$ cat config.mk
export PLATFORM = sky130hd
export DESIGN_NAME = filtered_peak_return_trigger_core
export DESIGN_NICKNAME = d
export VERILOG_FILES = /design/src/rtl/core/frpt_pkg.sv /design/src/rtl/core/frpt_div.sv /design/src/rtl/core/filtered_peak_return_trigger_core.sv
export SDC_FILE = /design/constraint.sdc
export NUM_CORES = 2
export LEC_CHECK = 0
export BUFFER_PORTS_ARGS = -buffer_cell sky130_fd_sc_hd__buf_2
export CAP_MARGIN = 15
export CORE_ASPECT_RATIO = 1.1
export CORE_MARGIN = 2
export CORE_UTILIZATION = 45
export DETAILED_ROUTE_END_ITERATION = 8
export MAX_ROUTING_LAYER = met4
export SKIP_LAST_GASP = 1
export SLEW_MARGIN = 10
export SYNTH_ARGS = -nofsm -noshare
export SYNTH_HDL_FRONTEND = slang
export SYNTH_HIERARCHICAL = 1
export SYNTH_SLANG_ARGS = --single-unit
export TNS_END_PERCENT = 10
$ cat constraint.sdc
create_clock -name clk -period 15 [get_ports clk]
set_input_delay 0.75 -clock clk [delete_from_list [all_inputs] [get_ports clk]]
set_output_delay 0.75 -clock clk [all_outputs]
set_load 0.01 [all_outputs]
$ cat src/rtl/core/frpt_pkg.sv
// Package for the filtered peak-return trigger core.
// Holds widths, register reset values, register indexes, mode codes and payload structs.
// No dependencies; used by frpt_div and filtered_peak_return_trigger_core.
`default_nettype none

package frpt_pkg;

  // Field and datapath widths
  localparam int TICK_BITS    = 24;
  localparam int FRAC_BITS    = 16;
  localparam int SAMPLE_BITS  = 10;
  localparam int FILT_BITS    = SAMPLE_BITS + FRAC_BITS;
  localparam int RC_BITS      = 32;
  localparam int DEN_BITS     = RC_BITS + 1;
  localparam int PROD_BITS    = FRAC_BITS + FILT_BITS;
  localparam int CNT_BITS     = $clog2(FRAC_BITS);
  localparam int CFG_IDX_BITS = 2;

  // Register reset values
  localparam logic [RC_BITS-1:0]     RC_RESET   = 32'd2546479;
  localparam logic [SAMPLE_BITS-1:0] PEAK_RESET = 10'd100;
  localparam logic [SAMPLE_BITS-1:0] DROP_RESET = 10'd70;
  localparam logic [SAMPLE_BITS-1:0] LOW_RESET  = 10'd10;

  // Register indexes on the configuration port
  typedef enum logic [CFG_IDX_BITS-1:0] {
    CFG_RC        = 2'd0,
    CFG_INIT_PEAK = 2'd1,
    CFG_DROP      = 2'd2,
    CFG_LOW       = 2'd3
  } cfg_idx_t;

  // Trigger mode, as reported on the phase field
  typedef enum logic [1:0] {
    MODE_TRACK = 2'd0,
    MODE_ARMED = 2'd1,
    MODE_DONE  = 2'd2
  } mode_t;

  typedef struct packed {
    logic [SAMPLE_BITS-1:0] sample;
    logic [TICK_BITS-1:0]   elapsed_ticks;
  } in_item_t;

  typedef struct packed {
    logic                   fire;
    logic [1:0]             phase;
    logic [SAMPLE_BITS-1:0] level;
    logic [SAMPLE_BITS-1:0] peak;
  } out_item_t;

endpackage

`default_nettype wire

$ cat src/rtl/core/frpt_div.sv
// Restoring divider for the filter gain: quot = (ticks << FRAC_BITS) / (rc + ticks).
// One quotient bit per cycle; rc of zero is taken as one.
// Depends on frpt_pkg.
`default_nettype none

module frpt_div (
  input  wire logic                          clk,
  input  wire logic                          rst_n,
  input  wire logic                          start,
  input  wire logic [frpt_pkg::TICK_BITS-1:0] ticks,
  input  wire logic [frpt_pkg::RC_BITS-1:0]   rc,
  output logic                               done,
  output logic [frpt_pkg::FRAC_BITS-1:0]     quot
);

  localparam logic [frpt_pkg::CNT_BITS-1:0] LAST_STEP =
    frpt_pkg::CNT_BITS'(frpt_pkg::FRAC_BITS - 1);

  logic                              busy_r;
  logic                              done_r;
  logic [frpt_pkg::CNT_BITS-1:0]     cnt_r;
  logic [frpt_pkg::DEN_BITS-1:0]     den_r;
  logic [frpt_pkg::DEN_BITS-1:0]     rem_r;
  logic [frpt_pkg::FRAC_BITS-1:0]    quot_r;
  logic [frpt_pkg::RC_BITS-1:0]      rc_eff;
  logic [frpt_pkg::DEN_BITS:0]       trial;
  logic [frpt_pkg::DEN_BITS:0]       trial_sub;
  logic                              fits;

  // Trial subtract of the shifted remainder
  always_comb begin
    rc_eff    = (rc == '0) ? frpt_pkg::RC_BITS'(1) : rc;
    trial     = {rem_r, 1'b0};
    fits      = (trial >= {1'b0, den_r});
    trial_sub = trial - {1'b0, den_r};
  end

  // Step control
  always_ff @(posedge clk) begin
    if (!rst_n) begin
      busy_r <= 1'b0;
      done_r <= 1'b0;
      cnt_r  <= '0;
    end else begin
      done_r <= 1'b0;
      if (start) begin
        busy_r <= 1'b1;
        cnt_r  <= '0;
      end else if (busy_r) begin
        cnt_r <= cnt_r + 1'b1;
        if (cnt_r == LAST_STEP) begin
          busy_r <= 1'b0;
          done_r <= 1'b1;
        end
      end
    end
  end

  // Remainder and quotient; remainder stays below the divisor
  always_ff @(posedge clk) begin
    if (start) begin
      rem_r <= frpt_pkg::DEN_BITS'(ticks);
      den_r <= frpt_pkg::DEN_BITS'(rc_eff) + frpt_pkg::DEN_BITS'(ticks);
    end else if (busy_r) begin
      rem_r  <= fits ? trial_sub[frpt_pkg::DEN_BITS-1:0] : trial[frpt_pkg::DEN_BITS-1:0];
      quot_r <= {quot_r[frpt_pkg::FRAC_BITS-2:0], fits};
    end
  end

  assign done = done_r;
  assign quot = quot_r;

endmodule

`default_nettype wire

$ cat src/rtl/core/filtered_peak_return_trigger_core.sv
// Top level of the filtered peak-return trigger: sequencer, gain multiply, filter
// update, peak/arm/fire logic, configuration registers and output register.
// Depends on frpt_pkg and frpt_div.
//
//   channel | ports                        | direction | payload
//   --------+------------------------------+-----------+---------------------------
//   in      | in_valid, in_ready, in_item  | input     | sample, elapsed_ticks
//   out     | out_valid, out_ready, out_item| output   | fire, phase, level, peak
//   cfg     | cfg_valid, cfg_ready         | input     | cfg_index, cfg_data
//
// A transaction runs through the divide, multiply, update, check and final steps
// to the result register; the serial gain divider (one quotient bit per cycle) sets the pace.
// A transaction in done mode skips the arithmetic and goes from idle straight
// to the final step.
// Synchronous active-low reset clears filter, peak (to 100), mode and registers.
// in_ready is high only when the sequencer is idle; a result held by out_ready
// low stalls the sequencer in its final step. cfg_ready is always high.
`default_nettype none

module filtered_peak_return_trigger_core (
  input  wire logic                              clk,
  input  wire logic                              rst_n,
  input  wire logic                              in_valid,
  output logic                                   in_ready,
  input  wire frpt_pkg::in_item_t                in_item,
  output logic                                   out_valid,
  input  wire logic                              out_ready,
  output frpt_pkg::out_item_t                    out_item,
  input  wire logic                              cfg_valid,
  output logic                                   cfg_ready,
  input  wire logic [frpt_pkg::CFG_IDX_BITS-1:0] cfg_index,
  input  wire logic [frpt_pkg::RC_BITS-1:0]      cfg_data
);

  localparam int FB = frpt_pkg::FRAC_BITS;
  localparam int FW = frpt_pkg::FILT_BITS;
  localparam int SB = frpt_pkg::SAMPLE_BITS;

  typedef enum logic [5:0] {
    S_IDLE = 6'b000001,
    S_DIV  = 6'b000010,
    S_MUL  = 6'b000100,
    S_UPD  = 6'b001000,
    S_CHK  = 6'b010000,
    S_FIN  = 6'b100000
  } state_t;

  state_t                          state_r, state_nxt;
  logic [frpt_pkg::RC_BITS-1:0]    rc_r;
  logic [SB-1:0]                   drop_r;
  logic [SB-1:0]                   low_r;
  logic [FW-1:0]                   filt_r;
  logic [SB-1:0]                   peak_r;
  frpt_pkg::mode_t                 mode_r;
  logic                            fire_r;
  logic [FW-1:0]                   diff_r;
  logic                            up_r;
  logic [frpt_pkg::PROD_BITS-1:0]  prod_r;
  logic                            out_valid_r;
  frpt_pkg::out_item_t             out_item_r;

  logic                            in_fire;
  logic                            div_done;
  logic [FB-1:0]                   alpha;
  logic [FW-1:0]                   s_fix;
  logic [FW-1:0]                   step;
  logic [SB-1:0]                   pk_new;
  logic [FW-1:0]                   peak_fix;
  logic [FW:0]                     arm_ref;
  logic                            arm;
  logic                            ret;
  logic                            out_load;

  assign in_fire   = in_valid && in_ready;
  assign in_ready  = (state_r == S_IDLE);
  assign cfg_ready = 1'b1;
  assign out_load  = (state_r == S_FIN) && (!out_valid_r || out_ready);

  // Configuration registers; initial_peak only matters at reset, so writes are dropped
  always_ff @(posedge clk) begin
    if (!rst_n) begin
      rc_r   <= frpt_pkg::RC_RESET;
      drop_r <= frpt_pkg::DROP_RESET;
      low_r  <= frpt_pkg::LOW_RESET;
    end else if (cfg_valid) begin
      case (cfg_index)
        frpt_pkg::CFG_RC:        rc_r   <= cfg_data;
        frpt_pkg::CFG_DROP:      drop_r <= cfg_data[SB-1:0];
        frpt_pkg::CFG_LOW:       low_r  <= cfg_data[SB-1:0];
        frpt_pkg::CFG_INIT_PEAK: ;
        default: ;
      endcase
    end
  end

  // Gain divider
  frpt_div u_div (
    .clk   (clk),
    .rst_n (rst_n),
    .start (in_fire && (mode_r == frpt_pkg::MODE_TRACK || mode_r == frpt_pkg::MODE_ARMED)),
    .ticks (in_item.elapsed_ticks),
    .rc    (rc_r),
    .done  (div_done),
    .quot  (alpha)
  );

  // Sequencer
  always_comb begin
    state_nxt = state_r;
    case (state_r)
      S_IDLE: begin
        if (in_fire) begin
          if (mode_r == frpt_pkg::MODE_TRACK || mode_r == frpt_pkg::MODE_ARMED) begin
            state_nxt = S_DIV;
          end else begin
            state_nxt = S_FIN;
          end
        end
      end
      S_DIV:   if (div_done) state_nxt = S_MUL;
      S_MUL:   state_nxt = S_UPD;
      S_UPD:   state_nxt = S_CHK;
      S_CHK:   state_nxt = S_FIN;
      S_FIN:   if (out_load) state_nxt = S_IDLE;
      default: state_nxt = S_IDLE;
    endcase
  end

  always_ff @(posedge clk) begin
    if (!rst_n) begin
      state_r <= S_IDLE;
    end else begin
      state_r <= state_nxt;
    end
  end

  // Filter difference, taken at acceptance
  assign s_fix = {in_item.sample, FB'(0)};

  always_ff @(posedge clk) begin
    if (in_fire) begin
      up_r   <= (s_fix >= filt_r);
      diff_r <= (s_fix >= filt_r) ? (s_fix - filt_r) : (filt_r - s_fix);
    end
  end

  // Gain times difference
  always_ff @(posedge clk) begin
    if (state_r == S_MUL) begin
      prod_r <= frpt_pkg::PROD_BITS'(alpha) * frpt_pkg::PROD_BITS'(diff_r);
    end
  end

  assign step = prod_r[FB +: FW];

  // Peak, arm and return tests on the updated filter
  always_comb begin
    pk_new   = (filt_r[FW-1:FB] > peak_r) ? filt_r[FW-1:FB] : peak_r;
    arm_ref  = {1'b0, filt_r} + {1'b0, drop_r, FB'(0)};
    arm      = ({1'b0, pk_new, FB'(0)} > arm_ref) && (filt_r < {low_r, FB'(0)});
    peak_fix = {peak_r, FB'(0)};
    ret      = (filt_r >= peak_fix);
  end

  // Filter, peak and mode state
  always_ff @(posedge clk) begin
    if (!rst_n) begin
      filt_r <= '0;
      peak_r <= frpt_pkg::PEAK_RESET;
      mode_r <= frpt_pkg::MODE_TRACK;
      fire_r <= 1'b0;
    end else begin
      if (in_fire) begin
        fire_r <= 1'b0;
      end
      if (state_r == S_UPD) begin
        filt_r <= up_r ? (filt_r + step) : (filt_r - step);
      end
      if (state_r == S_CHK) begin
        case (mode_r)
          frpt_pkg::MODE_TRACK: begin
            peak_r <= pk_new;
            if (arm) mode_r <= frpt_pkg::MODE_ARMED;
          end
          frpt_pkg::MODE_ARMED: begin
            if (ret) begin
              fire_r <= 1'b1;
              mode_r <= frpt_pkg::MODE_DONE;
            end
          end
          default: ;
        endcase
      end
    end
  end

  // Output register
  always_ff @(posedge clk) begin
    if (!rst_n) begin
      out_valid_r <= 1'b0;
    end else if (out_load) begin
      out_valid_r <= 1'b1;
    end else if (out_ready) begin
      out_valid_r <= 1'b0;
    end
  end

  always_ff @(posedge clk) begin
    if (out_load) begin
      out_item_r.fire  <= fire_r;
      out_item_r.phase <= mode_r;
      out_item_r.level <= filt_r[FW-1:FB];
      out_item_r.peak  <= peak_r;
    end
  end

  assign out_valid = out_valid_r;
  assign out_item  = out_item_r;

  // Checks
  a_fire_done: assert property (@(posedge clk) disable iff (!rst_n)
    out_valid && out_item.fire |-> out_item.phase == frpt_pkg::MODE_DONE)
    else $error("fire reported outside done mode");

  a_done_sticky: assert property (@(posedge clk) disable iff (!rst_n)
    mode_r == frpt_pkg::MODE_DONE |=> mode_r == frpt_pkg::MODE_DONE)
    else $error("left done mode");

  a_div_in_div: assert property (@(posedge clk) disable iff (!rst_n)
    div_done |-> state_r == S_DIV)
    else $error("divider finished outside divide step");

  a_peak_armed: assert property (@(posedge clk) disable iff (!rst_n)
    mode_r != frpt_pkg::MODE_TRACK |=> $stable(peak_r))
    else $error("peak changed after arming");

endmodule

`default_nettype wire

; After elaboration in Yosys (flattened, before gate mapping)
; Index checks and enable logic that the tools add are counted.
[word_totals]
reg_bits = 278
inputBits = 73
out_inout_bits = 26
wordCells = 103
[op_classes]
add_sub_neg = 8
multipliers = 1
magnitude_cmp = 6
eq_ne = 15
muxes = 25
n_bitwise = 3
n_reduce_logical = 22
[ops]
columns = op, count
row1 = subtractor 26 bit, 3
row2 = >= comparator 26 bit, 2
row3 = 2-to-1 mux 26 bit, 2
row4 = 2-to-1 mux 24 bit, 2
row5 = multiplier 16 x 26 -> 42 bit, 1
row6 = one-hot mux 6 bit (6 select lines), 1
row7 = >= comparator 34 x 33 -> 1 bit, 1
row8 = adder 32 x 24 -> 33 bit, 1
row9 = 2-to-1 mux 33 bit, 1
row10 = subtractor 33 bit, 1
row11 = logical NOT 32 bit, 1
row12 = 2-to-1 mux 32 bit, 1
row13 = adder 26 x 26 -> 27 bit, 1
row14 = > comparator 26 x 27 -> 1 bit, 1
row15 = adder 26 bit, 1
row16 = < comparator 26 bit, 1
row17 = 2-to-1 mux 6 bit, 4
row18 = > comparator 10 bit, 1
row19 = 2-to-1 mux 1 bit, 10
row20 = 2-to-1 mux 10 bit, 1
row21 = AND reduction 2 bit, 5
row22 = equality test 6 x 1 -> 1 bit (second input constant), 1
row23 = equality test 6 x 2 -> 1 bit (second input constant), 1
row24 = equality test 6 x 3 -> 1 bit (second input constant), 1
row25 = other kinds (21), 35

; Logic depth before layout (Yosys ltp)
[depth]
word_depth = 6
ltp_mapped = 24
depth_no_buf = 23

; Cells and area by module
; The synthesis kept the hierarchy.
[modules_own_cells]
columns = module, n_inst, cells_each, area_per_inst_um2, seq_area_each_um2
row1 = filtered_peak_return_trigger_core, 1, 2521, 22614.2, 4244.1
row2 = frpt_div, 1, 735, 6739.0, 2492.4

; Worst setup path before layout
; OpenSTA, ideal clock, no wires.
[synth_path]
path_kind = reg2reg
from = register u_div.quot_r, in the netlist u_div/quot[9]
to = register prod_r[26] (netlist bit) (data pin)
setup_time_ns = 0.258
arrival_time_ns = 6.290
t_required_ns = 14.742
path_slack_ns = 8.452
stages_incl_launch_ff = 25
n_path_buf = 2
period_less_slack_ns = 6.548
cell_sequence = edfxtp_1 -> clkbuf_1 -> clkbuf_1 -> nand2_1 -> fa_1 -> inv_1 -> fa_1 -> inv_1 -> fa_1 -> inv_1 -> fa_1 -> fa_1 -> inv_1 -> fa_1 -> inv_1 -> ha_1 -> a21oi_1 -> o211ai_1 -> a221oi_1 -> o21ai_0 -> o31a_1 -> or2_2 -> a21o_1 -> a211oi_1 -> nor2_1
[synth_between]
elab_chain_len = 1
[synth_lines]
columns = item, line
row1 = start: declaration, frpt_div.sv:24  ; logic [frpt_pkg::FRAC_BITS-1:0] quot_r;
row2 = start signal: assignment, frpt_div.sv:66  ; quot_r <= {quot_r[frpt_pkg::FRAC_BITS-2:0], fits};
row3 = multiplier 16 x 26 -> 42 bit, filtered_peak_return_trigger_core.sv:150  ; prod_r <= frpt_pkg::PROD_BITS'(alpha) * frpt_pkg::PROD_BITS'(diff_r);
row4 = end signal: assignment, filtered_peak_return_trigger_core.sv:150
row5 = end: declaration, filtered_peak_return_trigger_core.sv:58  ; logic [frpt_pkg::PROD_BITS-1:0] prod_r;
; Every way passes these cells.
; A chain may end at the register's enable or synchronous reset.

; Worst setup path in the final report
[layout_path]
from = register u_div.quot_r, in the netlist u_div/quot[2]
to = register prod_r[35] (netlist bit) (data pin)
; The elaborated chain is that of the path after synthesis.

==> flow_summary.yaml <==
yosys:
  yosysUniqueCellTypes: 86
  async_flop_share: 0
  synth_nets: 3920
  synth_edf_count: 149
  ys_warn_count: 6
  seq_area_frac_synth: 0.229
  yosys_register_bits: 262
  syn-mean-instance-area_um2: 9.02
  syn_area_um2: 29400
  syn_inst: 3256
  ys.flop_type: "edfxtp_1"
clock_tree:
  cts_setup_buffers: 0
  htreeDepth: 1
  cts_root_buf: "clkbuf_16"
  clock_path_buffers: 3
  cts_tree: "built"
  hold_buffers: 0
  cts_buffers: 31
  clkTransAtPathRegs_ns: 0.07
  cts_resized: 0
  clock-sinks: 262
  clk_latency_ns: 0.59
finish:
  multiInputGateArea_um2: 20200
  layout_commonest_cell: "inv_1"
  drive_gt1_frac: 0.0664
  syn_to_final_growth_pct: 7.46
  final_cell_mix: "inv_1, nand2_1, fa_1"
  fillers: 6140
  seqCellArea_um2: 6740
  nNetsFinal: 3925
sta:
  fin_skew_ns: 0.0123
  hold_viol: 0
  finalMaxSlewViolations: 0
  worst_slew_pin_slew_ns: 1.21
  finalCriticalPeriod_ns: 7.39
  report.final.setup_viol: 0
  fmax_mhz: 135
  period_share: 0.493
  rsz0062_at_grt: "false"
  setup_tns_ns: 0
  max_slew_margin: 0.195
critical_path:
  cp.arrival_ns: 7.72
  path_max_fanout: 27
  endpoint_kind: "register"
  crit_type: "register to register"
  r2r-start: "u_div/quot[2]"
  critPathCapture: "prod_r[35]"
  cp.required_ns: 15.33
  worstSetupStartpointType: "register"
  r2r_slack_ns: 7.61
  rr_worst_depth: 21
  rr_endpoint: "prod_r[35]"
  crit_path_start: "u_div/quot[2]"
global_routing:
  grt_max_degree: 78
  track_usage: 0.241
  overflow: 0
  grt_antenna_before_repair: 1
  grt_pass1_wl_mm: 126
  grt_pass1_vias: 23800
routing:
  wl_mm: 75.7
  num_vias: 22500
  ant_nets: 0
  drcViolationCount: 0
  drt_pass1_iterations: 6
  via_per_inst: 5.44
  drt_iter0_drc: 1299
  post_drt_wl_per_cell_um: 18.3
run:
  max_cap_violations: 0
hold_path:
  hold_class: "input port to register"
die:
  die_h_um: 272
  dieArea_um2: 67300
  start_util: 0.453
  ioPinCount: 99
  die_w_um: 248
  rows: 98
  core_area_um2: 64700
place:
  numPortBuffers: 97
  dp_hpwl_mm: 58.1
  finalWeightedCongestion: 0.894
status:
  status: "complete, no violations"
## how the worst min path moves through the flow
stage,to,depth (start not counted),slack (ns),start
after global routing,rc_r[11],3,0.36,cfg_data[11]
after detailed placement,out_item[22],0,0.42,fire_r
after global placement,out_item[22],0,0.42,fire_r
after floorplan,out_item[22],0,0.40,fire_r
after CTS,rc_r[17],3,0.34,cfg_data[17]
final,rc_r[17],3,0.37,cfg_data[17]
## area by class of cell
type	instances	area share
tap	850	0.0337
timing repair buffer	118	0.0211
clock inverter	13	0.00341
antenna	1	0.0000793
sequential	262	0.214
inverter	496	0.0590
multi-input combinational	2352	0.639
clock buffer	44	0.0301
## state kept, by name, indices dropped and copies added, names as in the netlist
register	cells
diff_r	26
drop_r	10
filt_r	26
fire_r	1
low_r	10
mode_r	2
out_item	23
out_valid	1
peak_r	10
prod_r	26
rc_r	32
state_r	6
u_div/busy_r	1
u_div/cnt_r	4
u_div/den_r	33
u_div/done	1
u_div/quot	16
u_div/rem_r	33
up_r	1
## per-layer routing
| layer | vias up | track usage | wire (um) |
|---|---|---|---|
| li1 | 10600 | - | - |
| met5 | - | - | 0 |
| met3 | 152 | 0.0248 | 3500 |
| met2 | 581 | 0.415 | 37700 |
| met1 | 11200 | 0.299 | 32300 |
| met4 | 0 | 0.0711 | 2170 |
## stage by stage
step,instance area [um2],hold WS (ns),utilization,std cells,setup slack [ns]
after floorplan,29400,0.400,-,3256,8.45
after global placement,30400,0.425,0.470,4076,7.81
after detailed placement,30500,0.419,0.471,4077,7.69
after CTS,31500,0.340,0.487,4134,7.65
after global routing,31500,0.361,0.487,4136,7.25
final,31500,0.368,0.487,4136,7.61
## cell families after synthesis
group | count (synthesis) | synth area share
AND/OR/NAND/NOR | 1047 | 0.171
AO/OA/AOI/OAI | 510 | 0.113
adder cells (fa/ha/maj) | 591 | 0.338
XOR/XNOR | 156 | 0.0465
buffers and inverters | 642 | 0.0846
flip-flops | 262 | 0.229
other | 1 | 0.000128
multiplexers | 47 | 0.0169
## cells in the mapped netlist, types with 5 or more instances
master / number / area (um2)
o21ai_0: 93 / 465
nor4_1: 17 / 106
a21o_1: 51 / 383
o21ai_1: 6 / 30.0
nand3_1: 56 / 280
o41ai_1: 5 / 43.8
o21a_1: 26 / 195
nand2_1: 482 / 1810
ha_1: 253 / 3170
edfxtp_1: 149 / 4470
o21bai_1: 20 / 150
buf_6: 7 / 78.8
nand2b_1: 14 / 87.6
clkbuf_1: 129 / 484
and3b_1: 5 / 43.8
nor3_1: 36 / 180
and2_1: 209 / 1310
xor2_1: 71 / 622
nand4_1: 20 / 125
nand3b_1: 5 / 37.5
fa_1: 338 / 6770
xnor2_1: 85 / 744
o31ai_1: 11 / 82.6
inv_1: 494 / 1850
dfxtp_1: 113 / 2260
a31oi_1: 19 / 119
nor2_1: 120 / 450
o211ai_1: 16 / 120
a21oi_1: 150 / 751
mux2_2: 20 / 225
nor3b_1: 9 / 67.6
a21boi_0: 43 / 323
a211oi_1: 15 / 113
and3_1: 21 / 131
a211o_1: 6 / 52.6
mux2i_1: 27 / 270
nor2b_1: 26 / 163
## worst max-delay path, stage by stage, from the launching register on
cell      delay, ns
edfxtp_1       1.16
nand2_1        0.19
fa_1           0.56
fa_1           0.43
fa_1           0.51
inv_1          0.05
fa_1           0.47
fa_1           0.55
inv_1          0.05
fa_1           0.54
inv_1          0.05
ha_1           0.36
a21oi_1        0.17
o211ai_1       0.11
a221oi_1       0.26
o21ai_0        0.14
buf_4          0.19
o31a_1         0.30
o21ai_1        0.49
o211ai_1       0.23
a21oi_1        0.21
xnor2_1        0.08
Power is left out: the tool's default activity adds up to more than one toggle a clock period on the data nets, which glitch-free logic cannot reach.
